`src/sv/ipacl_pkg.sv`:
```
`timescale 1ns / 1ps
// ----------------------------------------------------------------------------
// ipacl_pkg: shared types and codes of the prefix access check unit
// request and response layouts, stored rule entry, sequencer states
// ----------------------------------------------------------------------------
package ipacl_pkg;

  // operation codes
  localparam logic OP_CHECK = 1'b0;
  localparam logic OP_LOAD  = 1'b1;

  // table select for a load
  localparam logic LIST_DENY  = 1'b0;
  localparam logic LIST_ALLOW = 1'b1;

  // address family
  localparam logic FAM_IPV4 = 1'b0;
  localparam logic FAM_IPV6 = 1'b1;

  // longest legal prefix per family
  localparam logic [7:0] MAX_PREFIX_V4 = 8'd32;
  localparam logic [7:0] MAX_PREFIX_V6 = 8'd128;

  // response status codes
  localparam logic [1:0] STATUS_CHECK_DONE    = 2'd0;
  localparam logic [1:0] STATUS_RULE_WRITTEN  = 2'd1;
  localparam logic [1:0] STATUS_RULE_REJECTED = 2'd2;

  // configuration register indexes
  localparam logic [3:0] CFG_DENY_RULES_USED  = 4'd0;
  localparam logic [3:0] CFG_ALLOW_RULES_USED = 4'd1;
  localparam int unsigned CFG_INDEX_W = 4;
  localparam int unsigned CFG_DATA_W  = 5;

  typedef struct packed {
    logic        operation;
    logic        list_select;
    logic [3:0]  rule_slot;
    logic        addr_family;
    logic [7:0]  prefix_bits;
    logic [63:0] addr_upper;
    logic [63:0] addr_lower;
  } in_req_t;

  typedef struct packed {
    logic       allowed;
    logic       deny_hit;
    logic [1:0] status;
  } out_rsp_t;

  // one stored rule: family, prefix length and the two network address halves
  typedef struct packed {
    logic        family;
    logic [7:0]  prefix_len;
    logic [63:0] net_upper;
    logic [63:0] net_lower;
  } rule_t;

  typedef enum logic [1:0] {
    ST_IDLE,
    ST_LOAD,
    ST_WALK,
    ST_FINISH
  } acl_state_e;

endpackage : ipacl_pkg

```
`src/sv/ipacl_rule_ram.sv`:
```
`timescale 1ns / 1ps
// ----------------------------------------------------------------------------
// ipacl_rule_ram: rule storage for both tables
// one write port, one read port, registered read data
// ----------------------------------------------------------------------------
module ipacl_rule_ram
  import ipacl_pkg::*;
#(
  parameter int unsigned ADDR_W = 5
) (
  input  logic              clk_i,
  input  logic              we_i,
  input  logic [ADDR_W-1:0] waddr_i,
  input  rule_t             wdata_i,
  input  logic              re_i,
  input  logic [ADDR_W-1:0] raddr_i,
  output rule_t             rdata_o
);

  localparam int unsigned DEPTH = 2 ** ADDR_W;

  rule_t mem_q [DEPTH];
  rule_t rdata_q;

  always_ff @(posedge clk_i) begin
    if (we_i) begin
      mem_q[waddr_i] <= wdata_i;
    end
  end

  always_ff @(posedge clk_i) begin
    if (re_i) begin
      rdata_q <= mem_q[raddr_i];
    end
  end

  assign rdata_o = rdata_q;

endmodule : ipacl_rule_ram

```
`src/sv/ipacl_match.sv`:
```
`timescale 1ns / 1ps
// ----------------------------------------------------------------------------
// ipacl_match: prefix compare of one address against one rule
// family must agree and the leading prefix bits must be equal
// ----------------------------------------------------------------------------
module ipacl_match
  import ipacl_pkg::*;
(
  input  rule_t       rule_i,
  input  logic        family_i,
  input  logic [63:0] addr_upper_i,
  input  logic [63:0] addr_lower_i,
  output logic        hit_o
);

  logic [63:0] mask_upper;
  logic [63:0] mask_lower;
  logic [7:0]  low_len;

  always_comb begin
    low_len = rule_i.prefix_len - 8'd64;
    // top prefix bits of each half set
    if (rule_i.prefix_len >= 8'd64) begin
      mask_upper = '1;
    end else begin
      mask_upper = ~({64{1'b1}} >> rule_i.prefix_len);
    end
    if (rule_i.prefix_len <= 8'd64) begin
      mask_lower = '0;
    end else if (rule_i.prefix_len >= 8'd128) begin
      mask_lower = '1;
    end else begin
      mask_lower = ~({64{1'b1}} >> low_len);
    end
    hit_o = (rule_i.family == family_i)
         && (((addr_upper_i ^ rule_i.net_upper) & mask_upper) == '0)
         && (((addr_lower_i ^ rule_i.net_lower) & mask_lower) == '0);
  end

endmodule : ipacl_match

```
`src/sv/ip_prefix_acl_check_unit.sv`:
```
`timescale 1ns / 1ps
// ----------------------------------------------------------------------------
// ip_prefix_acl_check_unit: ipv4/ipv6 prefix access check
// deny and allow rule tables in one synchronous ram, walked one rule a cycle
// ----------------------------------------------------------------------------
// usage
//   request channel (in_valid_i/in_ready_o, in_req_i) carries a check or a
//   rule load; one response per request on out_valid_o/out_ready_i,
//   out_rsp_o. config channel (cfg_valid_i/cfg_ready_o) sets the number of
//   deny and allow rules in use; always ready, write only while idle.
//   a load answers from the load state once the response register is free,
//   and the next request is taken back in idle. a check answers once the
//   walk ends, and the next request is taken back in idle after that; the
//   walk is set by the single ram read port feeding the compare unit one
//   rule per cycle; a hit ends the walk early.
//   one request is worked on at a time; the response sits in an output
//   register, so the next request is taken while it waits.
//   reset clears the rule counts and all control state; table contents are
//   undefined until loaded. a stalled receiver holds the response register,
//   and a finished walk waits in the finish state until that register frees.
// ----------------------------------------------------------------------------
module ip_prefix_acl_check_unit
  import ipacl_pkg::*;
#(
  parameter int unsigned RULES_PER_LIST = 16
) (
  input  logic                   clk_i,
  input  logic                   rst_ni,
  // request channel
  input  logic                   in_valid_i,
  output logic                   in_ready_o,
  input  in_req_t                in_req_i,
  // response channel
  output logic                   out_valid_o,
  input  logic                   out_ready_i,
  output out_rsp_t               out_rsp_o,
  // configuration writes
  input  logic                   cfg_valid_i,
  output logic                   cfg_ready_o,
  input  logic [CFG_INDEX_W-1:0] cfg_index_i,
  input  logic [CFG_DATA_W-1:0]  cfg_data_i
);

  // index into one table, count up to a full table
  localparam int unsigned IDX_W  = (RULES_PER_LIST > 1) ? $clog2(RULES_PER_LIST) : 1;
  localparam int unsigned CNT_W  = $clog2(RULES_PER_LIST + 1);
  localparam int unsigned ADDR_W = IDX_W + 1;

  // config registers
  logic [CFG_DATA_W-1:0] deny_used_q, allow_used_q;

  // sequencer
  acl_state_e     state_q, state_d;
  in_req_t        req_q, req_d;
  logic [CNT_W-1:0] n_deny_q, n_deny_d;
  logic [CNT_W-1:0] n_allow_q, n_allow_d;
  logic [CNT_W-1:0] idx_q, idx_d;
  logic           phase_q, phase_d;   // table being walked
  logic           pend_q, pend_d;     // read data valid this cycle
  logic           res_allow_q, res_allow_d;
  logic           res_deny_q, res_deny_d;

  // response register
  logic           out_valid_q, out_valid_d;
  out_rsp_t       out_rsp_q, out_rsp_d;

  // ram and compare
  logic              ram_we, ram_re;
  logic [ADDR_W-1:0] ram_waddr, ram_raddr;
  rule_t             ram_wdata, ram_rdata;
  logic              rule_hit;

  logic             out_free;
  logic             load_ok;
  logic [CNT_W-1:0] walk_limit;
  logic             issue;

  // counts above the table size act as a full table
  function automatic logic [CNT_W-1:0] clamp_count(input logic [CFG_DATA_W-1:0] used);
    if (32'(used) > RULES_PER_LIST) begin
      return CNT_W'(RULES_PER_LIST);
    end
    return CNT_W'(used);
  endfunction

  // ---------------------------------------------------------------------
  // configuration
  // ---------------------------------------------------------------------
  assign cfg_ready_o = 1'b1;

  always_ff @(posedge clk_i or negedge rst_ni) begin
    if (!rst_ni) begin
      deny_used_q  <= '0;
      allow_used_q <= '0;
    end else if (cfg_valid_i) begin
      if (cfg_index_i == CFG_DENY_RULES_USED) begin
        deny_used_q <= cfg_data_i;
      end else if (cfg_index_i == CFG_ALLOW_RULES_USED) begin
        allow_used_q <= cfg_data_i;
      end
    end
  end

  // ---------------------------------------------------------------------
  // rule storage and compare
  // ---------------------------------------------------------------------
  // load legality: prefix within family limit, slot inside the table
  assign load_ok = ((req_q.addr_family == FAM_IPV6) ? (req_q.prefix_bits <= MAX_PREFIX_V6)
                                                    : (req_q.prefix_bits <= MAX_PREFIX_V4))
                && (32'(req_q.rule_slot) < RULES_PER_LIST);

  assign ram_waddr = {req_q.list_select, IDX_W'(req_q.rule_slot)};
  assign ram_wdata = '{family:     req_q.addr_family,
                       prefix_len: req_q.prefix_bits,
                       net_upper:  req_q.addr_upper,
                       net_lower:  req_q.addr_lower};
  assign ram_raddr = {phase_q, idx_q[IDX_W-1:0]};

  ipacl_rule_ram #(
    .ADDR_W (ADDR_W)
  ) u_rule_ram (
    .clk_i   (clk_i),
    .we_i    (ram_we),
    .waddr_i (ram_waddr),
    .wdata_i (ram_wdata),
    .re_i    (ram_re),
    .raddr_i (ram_raddr),
    .rdata_o (ram_rdata)
  );

  ipacl_match u_match (
    .rule_i       (ram_rdata),
    .family_i     (req_q.addr_family),
    .addr_upper_i (req_q.addr_upper),
    .addr_lower_i (req_q.addr_lower),
    .hit_o        (rule_hit)
  );

  // ---------------------------------------------------------------------
  // sequencer
  // ---------------------------------------------------------------------
  assign out_free   = !out_valid_q || out_ready_i;
  assign walk_limit = (phase_q == LIST_ALLOW) ? n_allow_q : n_deny_q;
  assign issue      = (idx_q < walk_limit);

  always_comb begin
    state_d     = state_q;
    req_d       = req_q;
    n_deny_d    = n_deny_q;
    n_allow_d   = n_allow_q;
    idx_d       = idx_q;
    phase_d     = phase_q;
    pend_d      = pend_q;
    res_allow_d = res_allow_q;
    res_deny_d  = res_deny_q;
    out_valid_d = out_valid_q;
    out_rsp_d   = out_rsp_q;
    in_ready_o  = 1'b0;
    ram_we      = 1'b0;
    ram_re      = 1'b0;

    if (out_valid_q && out_ready_i) begin
      out_valid_d = 1'b0;
    end

    unique case (state_q)
      ST_IDLE: begin
        in_ready_o = 1'b1;
        if (in_valid_i) begin
          req_d       = in_req_i;
          n_deny_d    = clamp_count(deny_used_q);
          n_allow_d   = clamp_count(allow_used_q);
          idx_d       = '0;
          phase_d     = LIST_DENY;
          pend_d      = 1'b0;
          res_allow_d = 1'b0;
          res_deny_d  = 1'b0;
          state_d     = (in_req_i.operation == OP_LOAD) ? ST_LOAD : ST_WALK;
        end
      end

      ST_LOAD: begin
        if (out_free) begin
          ram_we           = load_ok;
          out_valid_d      = 1'b1;
          out_rsp_d.allowed  = 1'b0;
          out_rsp_d.deny_hit = 1'b0;
          out_rsp_d.status   = load_ok ? STATUS_RULE_WRITTEN : STATUS_RULE_REJECTED;
          state_d          = ST_IDLE;
        end
      end

      ST_WALK: begin
        if (pend_q && rule_hit) begin
          // first hit decides: deny refuses, allow permits
          pend_d = 1'b0;
          if (phase_q == LIST_DENY) begin
            res_deny_d = 1'b1;
          end else begin
            res_allow_d = 1'b1;
          end
          state_d = ST_FINISH;
        end else if (!issue && !pend_q) begin
          // table exhausted without a hit
          if (phase_q == LIST_DENY && n_allow_q != '0) begin
            phase_d = LIST_ALLOW;
            idx_d   = '0;
          end else begin
            state_d = ST_FINISH;
          end
        end else begin
          ram_re = issue;
          pend_d = issue;
          if (issue) begin
            idx_d = idx_q + CNT_W'(1);
          end
        end
      end

      ST_FINISH: begin
        if (out_free) begin
          out_valid_d        = 1'b1;
          out_rsp_d.allowed  = res_allow_q;
          out_rsp_d.deny_hit = res_deny_q;
          out_rsp_d.status   = STATUS_CHECK_DONE;
          state_d            = ST_IDLE;
        end
      end

      default: begin
        state_d = ST_IDLE;
      end
    endcase
  end

  always_ff @(posedge clk_i or negedge rst_ni) begin
    if (!rst_ni) begin
      state_q     <= ST_IDLE;
      pend_q      <= 1'b0;
      out_valid_q <= 1'b0;
    end else begin
      state_q     <= state_d;
      pend_q      <= pend_d;
      out_valid_q <= out_valid_d;
    end
  end

  // request, walk position and response payload
  always_ff @(posedge clk_i) begin
    req_q       <= req_d;
    n_deny_q    <= n_deny_d;
    n_allow_q   <= n_allow_d;
    idx_q       <= idx_d;
    phase_q     <= phase_d;
    res_allow_q <= res_allow_d;
    res_deny_q  <= res_deny_d;
    out_rsp_q   <= out_rsp_d;
  end

  assign out_valid_o = out_valid_q;
  assign out_rsp_o   = out_rsp_q;

  // ---------------------------------------------------------------------
  // assertions
  // ---------------------------------------------------------------------
  // one request in flight: no acceptance in the cycle after one
  a_single_request: assert property (@(posedge clk_i) disable iff (!rst_ni)
    (in_valid_i && in_ready_o) |=> !in_ready_o)
    else $error("request accepted while another is in flight");

  // a deny hit never comes with permission
  a_deny_refuses: assert property (@(posedge clk_i) disable iff (!rst_ni)
    out_valid_o |-> !(out_rsp_o.allowed && out_rsp_o.deny_hit))
    else $error("response both allowed and deny hit");

  // load responses carry no check verdict
  a_load_no_verdict: assert property (@(posedge clk_i) disable iff (!rst_ni)
    (out_valid_o && out_rsp_o.status != STATUS_CHECK_DONE)
      |-> (!out_rsp_o.allowed && !out_rsp_o.deny_hit))
    else $error("load response with check flags set");

  // read data is only expected during a table walk
  a_pend_in_walk: assert property (@(posedge clk_i) disable iff (!rst_ni)
    pend_q |-> (state_q == ST_WALK))
    else $error("outstanding rule read outside the walk");

endmodule : ip_prefix_acl_check_unit
```
`config.mk`:
```
export PLATFORM = sky130hd
export DESIGN_NAME = ip_prefix_acl_check_unit
export DESIGN_NICKNAME = d
export VERILOG_FILES = /design/src/sv/ipacl_pkg.sv /design/src/sv/ipacl_rule_ram.sv /design/src/sv/ipacl_match.sv /design/src/sv/ip_prefix_acl_check_unit.sv
export SDC_FILE = /design/constraint.sdc
export NUM_CORES = 2
export LEC_CHECK = 0
export BUFFER_PORTS_ARGS = -buffer_cell sky130_fd_sc_hd__buf_2
export CELL_PAD_IN_SITES_DETAIL_PLACEMENT = 0
export CELL_PAD_IN_SITES_GLOBAL_PLACEMENT = 1
export CORE_MARGIN = 5
export CORE_UTILIZATION = 57
export CTS_CLUSTER_DIAMETER = 150
export DETAILED_ROUTE_END_ITERATION = 10
export PLACE_DENSITY_LB_ADDON = 0.1
export SKIP_LAST_GASP = 1
export SLEW_MARGIN = 20
export SYNTH_ARGS = -nofsm -noshare
export SYNTH_HDL_FRONTEND = slang
export SYNTH_MEMORY_MAX_BITS = 65536
export SYNTH_SLANG_ARGS = --single-unit
export TNS_END_PERCENT = 5
```
`constraint.sdc`:
```
create_clock -name clk_i -period 11.6 [get_ports clk_i]
set_clock_uncertainty 0.05 [all_clocks]
set_input_delay 1.16 -clock clk_i [delete_from_list [all_inputs] [get_ports clk_i]]
set_output_delay 1.16 -clock clk_i [all_outputs]
set_load 0.05 [all_outputs]
```
**After elaboration in Yosys (flattened, before gate mapping)**

Memories as Yosys holds them, arrays and structs flattened. A register that Yosys moved wholly into a read port is not among the register bits.
Cells that the tools add are included.

- Add/subtract/negate cells: 2
- Order comparisons: 8
- Equality and inequality tests: 20
- Shifts and indexed selects: 2
- Multiplexer cells: 57
- Bitwise gates (word level): 8
- Reductions and logical operators: 28

Operators by type and width:

| kind | count |
|---|---|
| $mux W64 | 3 |
| $and A64 B64 Y64 | 2 |
| $logic_not A64 Y1 | 2 |
| $not A64 Y64 | 2 |
| $shr A64 B8 Y64 const A | 2 |
| $xor A64 B64 Y64 | 2 |
| $mux W5 | 10 |
| $mux W1 | 28 |
| $ne A2 B2 Y1 const B | 9 |
| $ne A3 B3 Y1 const B | 5 |
| $mux W2 | 7 |
| $reduce_and A4 Y1 | 3 |
| $gt A5 B5 Y1 const B | 2 |
| $pmux W5 S2 | 1 |
| $reduce_and A5 Y1 | 2 |
| $reduce_and A3 Y1 | 3 |
| $ge A8 B7 Y1 const B | 1 |
| $ge A8 B8 Y1 const B | 1 |
| $le A8 B6 Y1 const B | 1 |
| $le A8 B7 Y1 const B | 1 |
| $le A8 B8 Y1 const B | 1 |
| $mux W4 | 2 |
| $pmux W1 S2 | 4 |
| $pmux W4 S2 | 1 |
| other kinds (19) | 30 |

- Flip-flop bits (word level): 178
- Memory bits (writable): 4384
- Bits of input ports: 157
- Output and inout port bits: 7
- Word-level logic and storage cells: 146
- Memories kept: 1

Memory list:

| memory | depth | width | read ports | clocked after Yosys merged registers in | write ports | RTL line | source |
|---|---|---|---|---|---|---|---|
| u_rule_ram.mem_q | 32 | 137 | 1 | 1 | 1 | ipacl_rule_ram.sv:22 | `rule_t mem_q [DEPTH];` |

**Depth between registers and ports, before layout**

- Word-level depth: 11
- Depth in mapped cells: 13
- Gate-level depth less buffers: 11

**Hierarchy**

A second synthesis with hierarchy kept.

- Cells, all modules: 7763
- Area, all modules: 176888.4 µm²

By module, submodules not included:

| module | times used | cells each | area an instance (µm²) | sequential area each (µm²) |
|---|---|---|---|---|
| ipacl_rule_ram | 1 | 7011 | 167677.1 | 135760.2 |
| ip_prefix_acl_check_unit | 1 | 284 | 6007.0 | 5275.1 |
| ipacl_match | 1 | 468 | 3204.3 | 0.0 |

**Least setup slack after synthesis**

No wires, ideal clock.

- Path kind: input to register
- Start: input port out_ready_i
- End: memory u_rule_ram.mem_q[26][0] (netlist name) (enable)
- Library setup time: 0.635 ns
- Data arrival time: 7.578 ns
- Data required time: 10.915 ns
- Setup slack: 3.336 ns
- Stages: 7
- Path buffers: 0
- Cells stage by stage: nand2b_1 -> nand2_1 -> nor2_1 -> nand2_1 -> nor2_1 -> nand3_1 -> nor2_1

- Cells in the longest elaborated chain, start to end: 5

RTL lines:

| element | RTL line | source |
|---|---|---|
| from (decl) | ip_prefix_acl_check_unit.sv:35 | `input logic out_ready_i,` |
| $logic_or A1 B1 Y1 | ip_prefix_acl_check_unit.sv:142 | `assign out_free = !out_valid_q \|\| out_ready_i;` |
| $mux W1 | ip_prefix_acl_check_unit.sv:183 | `if (out_free) begin` |
| $mux W1 | ip_prefix_acl_check_unit.sv:166 | `unique case (state_q)` |
| $mux W1 | ipacl_rule_ram.sv:26 | `if (we_i) begin` |
| $mux W1 (implied by the code) | ipacl_rule_ram.sv:27 | `mem_q[waddr_i] <= wdata_i;` |
| to (decl) | ipacl_rule_ram.sv:22 |  |

Every way passes these cells.

**Worst setup path in the final report**

- Start: register, netlist name u_rule_ram.rdata_o[135]
- End: register, netlist name u_rule_ram.rdata_o[51]

- Cells in the longest elaborated chain, start to end: 11
- Elaborated cells between the ends (all ways): 20
- Those cells by class: add/sub (1); order compare (3); shift (2); mux (5); bitwise (4); reduce/logical (5)

RTL lines:

| element | RTL line | source |
|---|---|---|
| $sub A8 B7 Y8 | ipacl_match.sv:21 | `low_len = rule_i.prefix_len - 8'd64;` |
| $shr A64 B8 Y64 | ipacl_match.sv:33 | `mask_lower = ~({64{1'b1}} >> low_len);` |
| $not A64 Y64 | ipacl_match.sv:33 |  |
| $mux W64 | ipacl_match.sv:30 | `end else if (rule_i.prefix_len >= 8'd128) begin` |
| $mux W64 | ipacl_match.sv:28 | `if (rule_i.prefix_len <= 8'd64) begin` |
| $and A64 B64 Y64 | ipacl_match.sv:37 | `&& (((addr_lower_i ^ rule_i.net_lower) & mask_lower) == '0);` |
| $logic_not A64 Y1 | ipacl_match.sv:37 |  |
| $logic_and A1 B1 Y1 * | ipacl_match.sv:37 |  |
| $logic_and A1 B1 Y1 * | ip_prefix_acl_check_unit.sv:194 | `if (pend_q && rule_hit) begin` |
| $mux W1 * | ip_prefix_acl_check_unit.sv:194 |  |
| $mux W1 * | ip_prefix_acl_check_unit.sv:166 |  |
| net ram_re | ip_prefix_acl_check_unit.sv:68 | `logic ram_we, ram_re;` |

Mark *: on every way through the listed nets, which the timed path passes. The rest lies on a longest branch.
A chain may end at the register's enable or synchronous reset.

==> impl_metrics.json <==
{
  "postSynthCellCount": 7142,
  "ctsHoldBuffers": 0,
  "violations": "max-slew violations",
  "post_cts_buffers": 0,
  "ys_seq_area_share_pct": 79.0,
  "numCtsBuffers": 464,
  "ir_drop_uv": 220,
  "coreArea_um2": 312000,
  "r2r-start": "u_rule_ram.rdata_o[135]",
  "power_density_nw_per_um2": 236,
  "routed_wirelength_um": 453000,
  "whs_ns": 0.177,
  "ys_types": 74,
  "clk_latency_ns": 0.97,
  "fin_crit_ns": 6.05,
  "drive_above_1_share_pct": 32.7,
  "ctsResizeCount": 0,
  "syn_area_per_cell_um2": 25.0,
  "antenna_found_initial": 12,
  "crit_arrival_ns": 6.58,
  "worstSetupStartpointType": "register",
  "ys_ff_latch": 4699,
  "leakage_nw": 61.9,
  "synthArstFlopShare_pct": 0.298,
  "gp_congestion": 0.823,
  "root_buffer": "clkbuf_16",
  "die_h_um": 570,
  "drtIter0Drc": 11200,
  "hold_path_class": "in2async",
  "clockPowerShare_pct": 30.6,
  "grt_max_degree": 120,
  "clk_transition_reported_paths_ns": 0.06,
  "clockBufferDepth": 4,
  "tns_ns": 0,
  "final-hold-violation-count": 0,
  "tightest_slew_ns": 1.79,
  "die_x_um": 570,
  "syn_to_final_growth_pct": 12.3,
  "fp-row-count": 205,
  "drv_cap": 0,
  "dp_hpwl_um": 234000,
  "grtUsageTotal_pct": 28.1,
  "synth_edf_count": 4685,
  "overflow": 0,
  "crit_type": "reg2reg",
  "post-place-cells": 11400,
  "internal_power_mw": 33.9,
  "drcViolationCount": 0,
  "first_pass_iters": 6,
  "yosys_warnings": 0,
  "synthFlopType": "edfxtp_1",
  "seq_power_share_pct": 43.4,
  "finalInstanceArea_um2": 201000,
  "io_pins": 164,
  "final-instance-count-excl-fill": 12200,
  "io_buffers": 162,
  "p_sw_mw": 13.4,
  "fin_nets": 7865,
  "cp.required_ns": 12.13,
  "layout_common_cells": "4685 x edfxtp_1, 1370 x mux4_2, 472 x clkbuf_16",
  "layout_commonest_cell": "edfxtp_1",
  "grt_pass1_vias": 83700,
  "reg2reg_to": "u_rule_ram.rdata_o[51]",
  "grt_pass1_wl_um": 642000,
  "viasPerCell": 6.71,
  "synth_area_um2": 179000,
  "combPwrFrac_pct": 26.1,
  "clock-sinks": 4699,
  "sw_frac_of_total_pct": 28.3,
  "report.final.slew_viol_count": 50,
  "dr_total_vias": 82100,
  "rsz0062_at_grt": "false",
  "status": "complete, but fails checks",
  "cts_tree": "done",
  "max_freq_ghz": 0.165,
  "finalSetupViolCount": 0,
  "path_max_fanout": 39,
  "critPathCaptureType": "register",
  "rrSetupSlack_ns": 5.55,
  "slew_headroom_pct": -19.4,
  "start_util_pct": 57.3,
  "reg2reg_depth": 13,
  "wl_per_cell_um": 37.1,
  "die_area_um2": 325000,
  "htree_levels": 5,
  "min_period_over_period_pct": 52.2,
  "antenna_left": 0,
  "syn-num-nets": 7307,
  "placed_cell_area_um2": 186000,
  "fin_util_pct": 64.3
}
[through the flow]
step                power, mW  setup slack, ns
floorplan                29.3             3.34
global placement         33.2             5.63
detailed placement       33.3             5.71
CTS                      47.7             5.64
global route             49.0             5.39
finish                   47.3             5.55
[critical path, stage by stage, from the launching register on]
cell and delay (ns):
edfxtp_1 0.80, inv_1 0.25, ha_1 0.74, nor3b_2 0.51
nand2_1 0.14, a2111oi_2 0.38, o2111ai_1 0.22, o41ai_1 0.47
nand4_1 0.19, o21ai_1 0.29, a21oi_2 0.19, and2_4 0.35
buf_4 0.47, buf_4 0.52
[logic make-up after synthesis]
group           after synthesis  synth area share, %
flops                      4699                 79.0
mux                        1522                 18.2
buf+inv                     357                0.773
simple gates                252                0.722
compound gates              168                0.606
xor+xnor                    132                0.647
fa+ha+maj                    11               0.0728
other cells                   1              0.00210
[registers in the layout (all words and copies together) (netlist names)]
name / count
n_allow_q: 5
out_valid_o: 1
ram_waddr: 5
u_rule_ram.mem_q: 4384
allow_used_q: 5
deny_used_q: 5
state_q: 2
phase_q: 1
res_deny_q: 1
pend_q: 1
n_deny_q: 5
idx_q: 5
ram_wdata: 137
u_rule_ram.rdata_o: 137
out_rsp_o: 4
res_allow_q: 1
[synthesized netlist by cell type (3+ instances only)]
cell type,n,area [um2]
mux2_2,147,1660
and3_1,6,37.5
nand4b_1,3,26.3
a21boi_0,4,30.0
a21oi_1,45,225
maj3_1,3,30.0
nor4_1,13,81.3
clkbuf_1,247,927
a22oi_1,10,75.1
xor2_1,72,631
and2_1,5,31.3
a211o_1,3,26.3
nand2_1,50,188
a211oi_1,4,30.0
buf_2,29,145
dfrtp_1,14,350
o2111ai_1,3,26.3
a31oi_1,7,43.8
mux2i_1,5,50.1
xnor2_1,60,526
nor2_1,76,285
nand3_1,16,80.1
buf_1,70,263
nand4_1,12,75.1
a21o_1,3,22.5
edfxtp_1,4685,141000
o31ai_1,4,30.0
or4_1,4,30.0
nor3_1,17,85.1
o211ai_1,3,22.5
nand2b_1,16,100
o21a_1,3,22.5
o21ai_0,45,225
o22ai_1,4,25.0
inv_1,10,37.5
nor2b_1,18,113
mux4_2,1370,30900
ha_1,8,100
[power by group through the flow]
stage	sequential [mW]	clock [mW]	combinational, mW
after floorplan	21.0	0	8.26
after global placement	20.9	0	12.4
final	20.5	14.5	12.3
after detailed placement	20.9	0	12.5
after global routing	20.6	15.4	13.1
after CTS	20.5	14.7	12.5
[worst max path at each step]
stage,from,endpoint,slack (ns),cells past startpoint
2_1_floorplan,out_ready_i,u_rule_ram.mem_q[26][0],3.34,7
3_3_place_gp,u_rule_ram.rdata_o[135],u_rule_ram.rdata_o[51],5.63,13
3_5_place_dp,u_rule_ram.rdata_o[135],u_rule_ram.rdata_o[60],5.71,13
4_1_cts,u_rule_ram.rdata_o[135],u_rule_ram.rdata_o[51],5.64,13
5_1_grt,u_rule_ram.rdata_o[135],u_rule_ram.rdata_o[51],5.39,13
6_report,u_rule_ram.rdata_o[135],u_rule_ram.rdata_o[51],5.55,13
[routing by layer]
layer,vias to the layer above,share of wire [%],track usage (%)
li1,32200,-,-
met1,45200,41,42.4
met2,4026,49,44.3
met3,629,8.3,4.31
met4,2,2.5,6.81
met5,-,0.0029,0
[final cells by class]
type                       instances  area (um2)
sequential                      4699      141000
antenna                            6        15.0
clock buffer                     569       12200
tap                             4140        5180
inverter                          10        45.0
clock inverter                   274        2350
fill                           20400      111000
multi-input combinational       2086       36500
timing repair buffer             439        3210
Note: power is estimated with default switching activity, not from simulation.
